[config.mk]
export PLATFORM = sky130hd
export DESIGN_NAME = token_bucket_packet_shaper_unit
export DESIGN_NICKNAME = d
export VERILOG_FILES = /design/src/rtl/core/tbps_pkg.sv /design/src/rtl/core/tbps_size_mem.sv /design/src/rtl/core/tbps_queue.sv /design/src/rtl/core/token_bucket_packet_shaper_unit.sv
export SDC_FILE = /design/constraint.sdc
export NUM_CORES = 2
export LEC_CHECK = 0
export BUFFER_PORTS_ARGS = -buffer_cell sky130_fd_sc_hd__buf_4
export CAP_MARGIN = 20
export CORE_ASPECT_RATIO = 1.4
export CORE_MARGIN = 1
export CORE_UTILIZATION = 45
export CTS_BUF_LIST = sky130_fd_sc_hd__clkbuf_16
export CTS_CLUSTER_DIAMETER = 150
export CTS_CLUSTER_SIZE = 24
export DETAILED_ROUTE_END_ITERATION = 10
export MAX_ROUTING_LAYER = met4
export PLACE_DENSITY = 0.67
export SLEW_MARGIN = 10
export SYNTH_ARGS = -nofsm -noshare
export SYNTH_HDL_FRONTEND = slang
export SYNTH_SLANG_ARGS = --single-unit
[constraint.sdc]
create_clock -name clk_i -period 6.5 [get_ports clk_i]
set_input_delay 0.65 -clock clk_i [delete_from_list [all_inputs] [get_ports clk_i]]
set_output_delay 0.65 -clock clk_i [all_outputs]
set_load 0.005 [all_outputs]
[src/rtl/core/tbps_pkg.sv]
// Shared types and constants of the token bucket packet shaper.
`default_nettype none
package tbps_pkg;

  localparam int SizeW = 16;
  localparam int TokW  = 32;
  localparam int CapW  = 24;
  localparam int StatW = 16;

  localparam logic [TokW-1:0]  BucketSizeReset = 32'd1024;
  localparam logic [TokW-1:0]  TokenRateReset  = 32'd128;
  localparam logic [CapW-1:0]  QueueCapReset   = 24'd4096;
  localparam logic [31:0]      MaxPacketSize   = 32'd65535;
  localparam logic [StatW-1:0] StatMax         = 16'hFFFF;

  // Configuration register indexes.
  localparam logic [1:0] CfgBucketSize = 2'd0;
  localparam logic [1:0] CfgTokenRate  = 2'd1;
  localparam logic [1:0] CfgQueueCap   = 2'd2;

  // Input opcodes.
  localparam logic OpTick    = 1'b0;
  localparam logic OpArrival = 1'b1;

  // Requests from the shaper control to the size queue.
  typedef struct packed {
    logic             look;    // an item transfer: read the head entry
    logic             push;    // enqueue size
    logic             pop;     // dequeue the head entry
    logic             cap_wr;  // queue capacity register write
    logic [SizeW-1:0] size;
    logic [CapW-1:0]  cap;
  } tbps_qcmd_t;

  // Status of the size queue.
  typedef struct packed {
    logic             fits;       // an arrival of cmd size would be enqueued
    logic             nonempty;
    logic [SizeW-1:0] head_size;  // valid the cycle after a look
    logic [CapW-1:0]  free_d;     // free bytes after this cycle's updates
  } tbps_qstat_t;

endpackage
`default_nettype wire

[src/rtl/core/tbps_size_mem.sv]
// Synchronous single-write, single-read memory of queued packet sizes.
`default_nettype none
module tbps_size_mem #(
  parameter int QUEUE_DEPTH = 64,
  localparam int AddrW = $clog2(QUEUE_DEPTH)
) (
  input  wire logic                     clk_i,
  input  wire logic                     we_i,
  input  wire logic [AddrW-1:0]         waddr_i,
  input  wire logic [tbps_pkg::SizeW-1:0] wdata_i,
  input  wire logic                     re_i,
  input  wire logic [AddrW-1:0]         raddr_i,
  output logic      [tbps_pkg::SizeW-1:0] rdata_o
);
  import tbps_pkg::*;

  logic [SizeW-1:0] mem_q [QUEUE_DEPTH];

  always_ff @(posedge clk_i) begin
    if (we_i) begin
      mem_q[waddr_i] <= wdata_i;
    end
  end

  always_ff @(posedge clk_i) begin
    if (re_i) begin
      rdata_o <= mem_q[raddr_i];
    end
  end

endmodule
`default_nettype wire

[src/rtl/core/tbps_queue.sv]
// Byte-limited FIFO of packet sizes: pointers, counts, free space and head forwarding.
`default_nettype none
module tbps_queue #(
  parameter int QUEUE_DEPTH = 64,
  localparam int CntW = $clog2(QUEUE_DEPTH + 1)
) (
  input  wire logic                  clk_i,
  input  wire logic                  rst_ni,
  input  wire tbps_pkg::tbps_qcmd_t  cmd_i,
  output tbps_pkg::tbps_qstat_t      stat_o,
  output logic [CntW-1:0]            count_d_o
);
  import tbps_pkg::*;

  localparam int PtrW  = $clog2(QUEUE_DEPTH);
  localparam int UsedW = SizeW + CntW;
  localparam int CmpW  = (UsedW > CapW) ? UsedW : CapW;

  logic [PtrW-1:0]  head_q, head_d, tail_q, tail_d;
  logic [CntW-1:0]  count_q, count_d;
  logic [UsedW-1:0] used_q, used_d;
  logic [CapW-1:0]  cap_q, cap_d, free_q, free_d;
  logic             fwd_q;
  logic [SizeW-1:0] fsize_q, rdata, head_size;
  logic [CmpW-1:0]  cap_ext, used_ext, diff;

  function automatic logic [PtrW-1:0] wrap_next(input logic [PtrW-1:0] p);
    logic [PtrW-1:0] r;
    r = (p == PtrW'(QUEUE_DEPTH - 1)) ? '0 : p + 1'b1;
    return r;
  endfunction

  tbps_size_mem #(.QUEUE_DEPTH(QUEUE_DEPTH)) u_mem (
    .clk_i   (clk_i),
    .we_i    (cmd_i.push),
    .waddr_i (tail_q),
    .wdata_i (cmd_i.size),
    .re_i    (cmd_i.look),
    .raddr_i (head_q),
    .rdata_o (rdata)
  );

  // An arrival written into an empty queue is its own head; the memory read
  // in that same cycle returns stale data, so the size is forwarded.
  assign head_size = fwd_q ? fsize_q : rdata;

  always_comb begin
    head_d  = cmd_i.pop ? wrap_next(head_q) : head_q;
    tail_d  = cmd_i.push ? wrap_next(tail_q) : tail_q;
    count_d = count_q;
    used_d  = used_q;
    if (cmd_i.push) begin
      count_d = count_q + 1'b1;
      used_d  = used_q + {{(UsedW-SizeW){1'b0}}, cmd_i.size};
    end else if (cmd_i.pop) begin
      count_d = count_q - 1'b1;
      used_d  = used_q - {{(UsedW-SizeW){1'b0}}, head_size};
    end
    cap_d    = cmd_i.cap_wr ? cmd_i.cap : cap_q;
    cap_ext  = CmpW'(cap_d);
    used_ext = CmpW'(used_d);
    diff     = cap_ext - used_ext;
    free_d   = (cap_ext > used_ext) ? diff[CapW-1:0] : '0;
  end

  assign stat_o.fits = (count_q < CntW'(QUEUE_DEPTH)) &&
                       ({{(32-CapW){1'b0}}, free_q} >= 32'(cmd_i.size)) &&
                       (32'(cmd_i.size) <= MaxPacketSize);
  assign stat_o.nonempty  = (count_q != '0);
  assign stat_o.head_size = head_size;
  assign stat_o.free_d    = free_d;
  assign count_d_o        = count_d;

  always_ff @(posedge clk_i or negedge rst_ni) begin
    if (!rst_ni) begin
      head_q  <= '0;
      tail_q  <= '0;
      count_q <= '0;
      used_q  <= '0;
      cap_q   <= QueueCapReset;
      free_q  <= QueueCapReset;
      fwd_q   <= 1'b0;
    end else begin
      head_q  <= head_d;
      tail_q  <= tail_d;
      count_q <= count_d;
      used_q  <= used_d;
      cap_q   <= cap_d;
      free_q  <= free_d;
      if (cmd_i.look) begin
        fwd_q <= cmd_i.push && (count_q == '0);
      end
    end
  end

  always_ff @(posedge clk_i) begin
    if (cmd_i.look) begin
      fsize_q <= cmd_i.size;
    end
  end

endmodule
`default_nettype wire

[src/rtl/core/token_bucket_packet_shaper_unit.sv]
// Top level of the token bucket packet shaper: bucket, tick counters and result register.
// A result is registered as the execute state after its input transfer ends; that state
// waits while an earlier result stalls the output, and items are taken only when idle. The
// send decision waits in the execute state for the head size from the synchronous size memory.
// A new item is taken while the previous result still waits at the output.
// Reset (asynchronous, active low) restores register defaults, a full bucket and an empty queue.
`default_nettype none
module token_bucket_packet_shaper_unit #(
  parameter int QUEUE_DEPTH = 64,
  localparam int CntW = $clog2(QUEUE_DEPTH + 1)
) (
  input  wire logic        clk_i,
  input  wire logic        rst_ni,
  input  wire logic        cfg_we_i,
  input  wire logic [1:0]  cfg_idx_i,
  input  wire logic [31:0] cfg_data_i,
  input  wire logic        in_valid_i,
  output logic             in_ready_o,
  input  wire logic        opcode_i,
  input  wire logic [15:0] packet_size_i,
  output logic             out_valid_o,
  input  wire logic        out_ready_i,
  output logic             accepted_o,
  output logic             dropped_o,
  output logic             sent_o,
  output logic [15:0]      sent_size_o,
  output logic [31:0]      token_count_o,
  output logic [CntW-1:0]  queued_packets_o,
  output logic [23:0]      free_bytes_o,
  output logic [15:0]      tick_arrived_o,
  output logic [15:0]      tick_departed_o,
  output logic [15:0]      tick_dropped_o
);
  import tbps_pkg::*;

  typedef enum logic {S_IDLE, S_EXEC} state_e;

  state_e           state_q;
  logic [TokW-1:0]  bucket_q, rate_q, tokens_q;
  logic             blocked_q, op_q, acc_q;
  logic [StatW-1:0] arr_q, dep_q, drp_q;
  logic             out_valid_q;

  tbps_qcmd_t       qcmd;
  tbps_qstat_t      qstat;
  logic [CntW-1:0]  count_d;

  logic             accept, finish, send;
  logic [TokW:0]    tok_sum;
  logic [TokW-1:0]  tok_tick;

  function automatic logic [StatW-1:0] sat_inc(input logic [StatW-1:0] v);
    logic [StatW-1:0] r;
    r = (v == StatMax) ? StatMax : v + 1'b1;
    return r;
  endfunction

  assign in_ready_o = (state_q == S_IDLE);
  assign accept     = in_valid_i && in_ready_o;
  assign finish     = (state_q == S_EXEC) && (!out_valid_q || out_ready_i);

  // Once a send fails, no further send is tried until the next tick.
  assign send = (op_q == OpArrival) && !blocked_q && qstat.nonempty &&
                (tokens_q >= {{(TokW-SizeW){1'b0}}, qstat.head_size});

  assign tok_sum  = {1'b0, tokens_q} + {1'b0, rate_q};
  assign tok_tick = (tok_sum > {1'b0, bucket_q}) ? bucket_q : tok_sum[TokW-1:0];

  always_comb begin
    qcmd.look   = accept;
    qcmd.size   = packet_size_i;
    qcmd.push   = accept && (opcode_i == OpArrival) && qstat.fits;
    qcmd.pop    = finish && send;
    qcmd.cap_wr = cfg_we_i && (cfg_idx_i == CfgQueueCap);
    qcmd.cap    = cfg_data_i[CapW-1:0];
  end

  tbps_queue #(.QUEUE_DEPTH(QUEUE_DEPTH)) u_queue (
    .clk_i     (clk_i),
    .rst_ni    (rst_ni),
    .cmd_i     (qcmd),
    .stat_o    (qstat),
    .count_d_o (count_d)
  );

  assign out_valid_o = out_valid_q;

  always_ff @(posedge clk_i or negedge rst_ni) begin
    if (!rst_ni) begin
      state_q     <= S_IDLE;
      bucket_q    <= BucketSizeReset;
      rate_q      <= TokenRateReset;
      tokens_q    <= BucketSizeReset;
      blocked_q   <= 1'b0;
      arr_q       <= '0;
      dep_q       <= '0;
      drp_q       <= '0;
      out_valid_q <= 1'b0;
    end else begin
      if (cfg_we_i && (cfg_idx_i == CfgBucketSize)) begin
        bucket_q <= cfg_data_i;
        tokens_q <= cfg_data_i;
      end
      if (cfg_we_i && (cfg_idx_i == CfgTokenRate)) begin
        rate_q <= cfg_data_i;
      end

      unique case (state_q)
        S_IDLE: begin
          if (accept) begin
            state_q <= S_EXEC;
            if (opcode_i == OpArrival) begin
              arr_q <= sat_inc(arr_q);
              if (!qstat.fits) begin
                drp_q <= sat_inc(drp_q);
              end
            end
          end
        end
        S_EXEC: begin
          if (finish) begin
            state_q <= S_IDLE;
            if (op_q == OpTick) begin
              tokens_q  <= tok_tick;
              blocked_q <= 1'b0;
              arr_q     <= '0;
              dep_q     <= '0;
              drp_q     <= '0;
            end else if (send) begin
              tokens_q <= tokens_q - {{(TokW-SizeW){1'b0}}, qstat.head_size};
              dep_q    <= sat_inc(dep_q);
            end else begin
              blocked_q <= 1'b1;
            end
          end
        end
        default: state_q <= S_IDLE;
      endcase

      if (finish) begin
        out_valid_q <= 1'b1;
      end else if (out_ready_i) begin
        out_valid_q <= 1'b0;
      end
    end
  end

  // Item and result payload registers.
  always_ff @(posedge clk_i) begin
    if (accept) begin
      op_q  <= opcode_i;
      acc_q <= qcmd.push;
    end
    if (finish) begin
      accepted_o       <= (op_q == OpArrival) && acc_q;
      dropped_o        <= (op_q == OpArrival) && !acc_q;
      sent_o           <= send;
      sent_size_o      <= send ? qstat.head_size : '0;
      token_count_o    <= (op_q == OpTick) ? tok_tick :
                          (send ? tokens_q - {{(TokW-SizeW){1'b0}}, qstat.head_size}
                                : tokens_q);
      queued_packets_o <= count_d;
      free_bytes_o     <= qstat.free_d;
      tick_arrived_o   <= (op_q == OpTick) ? arr_q : '0;
      tick_departed_o  <= (op_q == OpTick) ? dep_q : '0;
      tick_dropped_o   <= (op_q == OpTick) ? drp_q : '0;
    end
  end

endmodule
`default_nettype wire

==> results by group <==
Outcome
  – Status: complete, no violations

Clock tree
  – Clock Tree Root: clkbuf_16
  – CTS tree: yes
  – Clock sinks: 1426
  – Number of buffers created by CTS: 69
  – Clk Latency, worst-skew pair: 0.73 ns
  – Maximum clock insertion buffer count: 3
  – Post-CTS setup buffers: 0
  – Hold-fix buffers, CTS: 0
  – H-tree depth: 3
  – Clock slew seen by the registers of the worst setup and hold paths: 0.10 ns

Final layout
  – Filler instances: 11214
  – Share of cells above drive strength 1: 21.2%
  – Final Instance Count excl. Fillers: 5857
  – FF/Latch Area: 0.0416 mm^2
  – Final nets: 4244
  – Commonest non-fill, non-tap cell in the layout: edfxtp_1
  – Multi-input logic area: 0.0193 mm^2
  – Commonest cells after routing, fill and taps aside: 1188 x edfxtp_1, 336 x mux4_2, 325 x buf_4, 229 x dfrtp_1, 210 x o21ai_0
  – Final Cell Area: 0.0684 mm^2
  – Area growth from synthesis to layout: 10.2%

Critical path
  – Critical path class: flip-flop to flip-flop
  – WP data arrival: 6.62 ns
  – CP required: 6.98 ns
  – CP max-delay cell: or3_2
  – Crit path buffers/inverters: 1
  – Startpoint type of the worst setup path: flip-flop
  – Reg2Reg Depth: 26
  – Critical Path Sink Type: flip-flop
  – R2r setup slk: 0.35 ns
  – Max incr delay on CP: 0.46 ns
  – CP max FO: 21
  – CP most frequent cell: a21o_1
  – Worst path depth: 26
  – CP top delay family: compound AO/OA/AOI/OAI gates

Yosys
  – Predominant post-synthesis flop cell: edfxtp_1
  – Post-Synth Adder-Cell Area: 3.28%
  – Yosys Warn Count: 0
  – Simple-gate portion of the synthesized area: 5.56%
  – Synth Net Count: 3998
  – Synth Instances: 3784
  – Multiplexer area fraction after synthesis: 14.0%
  – Compound-cell area share of the yosys netlist: 6.75%
  – Xor/xnor share of the synthesized area: 1.43%
  – Post-Syn Area: 0.0621 mm^2
  – Post-synth ARST share: 16.7%
  – Largest family of logic cells by synthesized area: multiplexers
  – Netlist cell types: 93
  – Sequential share of the synthesized area: 67.1%
  – Synth Register Bits: 1426
  – Mapped Avg Cell Area: 16.4 um^2
  – Number of synthesized flops with an enable pin: 1188

Die
  – Core area: 0.136 mm^2
  – Row cnt: 160
  – Die extent in x: 316 um
  – Boundary Pins: 188
  – Die area: 0.139 mm^2
  – Die Y-Extent: 441 um
  – Initial Utilization: 45.5%

Placed design
  – HPWL after detailed placement: 109000 um
  – RePlAce Congestion: 0.955
  – Buffers added on ports: 187
  – Placed insts: 5739
  – Dpl cell area: 0.0663 mm^2
  – Pre-CTS setup slack: 0.164 ns

GRT
  – Grt ovf: 0
  – Largest net degree at the start of global routing: 140
  – Vias in the first global route: 35426
  – GRT Total Usage: 24.5%
  – Initial antenna violation count: 6
  – First-pass GRT wire length: 239000 um

Power and ir drop
  – Overall power: 27.7 mW
  – Pleak: 24.0 nW
  – VDD IR-drop max: 0.000288 V
  – PwrDens: 404 mW/mm^2

Hold path
  – Worst hold path type: primary input to async pin

Timing
  – RSZ-0062 raised after global routing: no
  – Achievable Freq: 163 MHz
  – Setup TNS: 0 ns
  – Worst-Margin Slew: 1.06 ns
  – Tcrit/Tclk final: 94.6%
  – # setup viols final: 0
  – Worst Clk Skew: 0.0474 ns
  – Setup WS post-layout: 0.354 ns
  – Final Max Tran Viols: 0
  – Slew HR: 29.2%
  – Crit path time final: 6.15 ns
  – Final Hold Fails: 0

Detailed routing
  – # DRC: 0
  – Drt first pass iters: 6
  – DR vias: 35287
  – Post-route ant nets: 0
  – Via/cell ratio: 6.02
  – Total routed wirelength: 165000 um
  – Initial drt markers: 3944
  – WL/cell: 28.2 um

Run
  – MaxCap Viol Count: 0
[worst reg2reg max path, cell delays in order (launching register included)]
cell,delay (ns)
dfrtp_1,0.41
ha_1,0.23
fa_1,0.41
a21o_1,0.20
a21oi_2,0.20
o21ai_1,0.16
a31o_2,0.25
or3_1,0.33
a31o_2,0.25
a21oi_1,0.17
xnor2_1,0.18
ha_1,0.29
a21o_1,0.18
a21o_1,0.17
a21o_1,0.17
a21o_1,0.17
a21oi_1,0.14
nor2b_1,0.05
o21ai_0,0.24
a21oi_1,0.11
o2111ai_1,0.20
nand3_1,0.09
or3_2,0.46
buf_6,0.22
mux2_2,0.33
a22oi_1,0.23
nand2_1,0.07
[flip-flops by register name, indices dropped and copies added (netlist names), 24 cells and up]
| register | count |
|---|---|
| token_count_o | 32 |
| u_queue.free_q | 24 |
| tokens_q | 32 |
| u_queue.u_mem.mem_q | 1024 |
| free_bytes_o | 24 |
| rate_q | 32 |
| u_queue.cap_q | 24 |
| bucket_q | 32 |
[cell families after synthesis]
logic type,Yosys count
compound gates,642
xor+xnor,99
fa+ha+maj,160
buf+inv,300
flops,1426
mux,443
simple gates,714
[Yosys cell counts (11+ instances only)]
cell	n	area share [%]
or3_1	14	0.14
edfxtp_1	1188	57
a21oi_1	119	0.96
ha_1	153	3.1
nand2b_1	19	0.19
a211oi_1	14	0.17
nand4_1	23	0.23
o21bai_1	13	0.16
nand3_1	59	0.48
mux2i_1	50	0.81
o21a_1	21	0.25
a31oi_1	26	0.26
a21o_1	58	0.70
mux2_2	57	1.0
clkbuf_1	126	0.76
o21ai_0	212	1.7
and3_1	40	0.40
nor3_1	41	0.33
a22oi_1	16	0.19
mux4_2	336	12
dfrtp_1	233	9.4
buf_1	27	0.16
o31ai_1	12	0.15
a22o_1	31	0.44
nor2b_1	61	0.62
and2_1	12	0.12
inv_1	136	0.82
nor3b_1	11	0.13
nand2_1	185	1.1
xnor2_1	63	0.89
nor2_1	206	1.2
xor2_1	35	0.49
[per-stage QoR]
step	utilization (%)	hold slack (ns)
2_1_floorplan	-	0.354
3_3_place_gp	48.6	0.470
3_5_place_dp	48.6	0.490
4_1_cts	50.1	0.0104
5_1_grt	50.2	0.0617
6_report	50.2	0.0290
[power breakdown]
part	switching (mW)	internal [mW]
registers	0.855	10.8
clock network	2.87	2.02
logic	6.21	4.92
total	9.93	17.7
[cell type report]
class,count,area share (%)
Sequential cell,1426,60.9
Multi-Input combinational cell,2058,28.2
Timing Repair Buffer,335,3.86
Tap cell,1782,3.26
Clock buffer,71,2.60
Inverter,140,0.775
Clock inverter,41,0.364
Antenna cell,4,0.0146
[what timing repair did]
item	CTS	global route
endpoints found under the setup margin	0	71
hold endpoints to repair	0	0
gates resized for setup	0	12
[final timing paths]
check | startpoint | to
worst max-delay path | tokens_q[0] | token_count_o[4]
worst min-delay path | rst_ni | rate_q[28]
worst max register to register | tokens_q[0] | token_count_o[4]
worst min register to register | u_queue.cap_q[22] | u_queue.cap_q[22]
max in group asynchronous | rst_ni | u_queue.free_q[5]
min in group clk_i | opcode_i | op_q
[metal layers]
layer  track usage (%)  up-vias  part of all wire (%)
li1                  -    15354                     -
met1              28.7    18215                    37
met2              42.4     1361                    52
met3              2.48      357                   5.3
met4              11.4        0                   5.1
met5                 -        -                     0
Power figures use the tool's default switching activity.
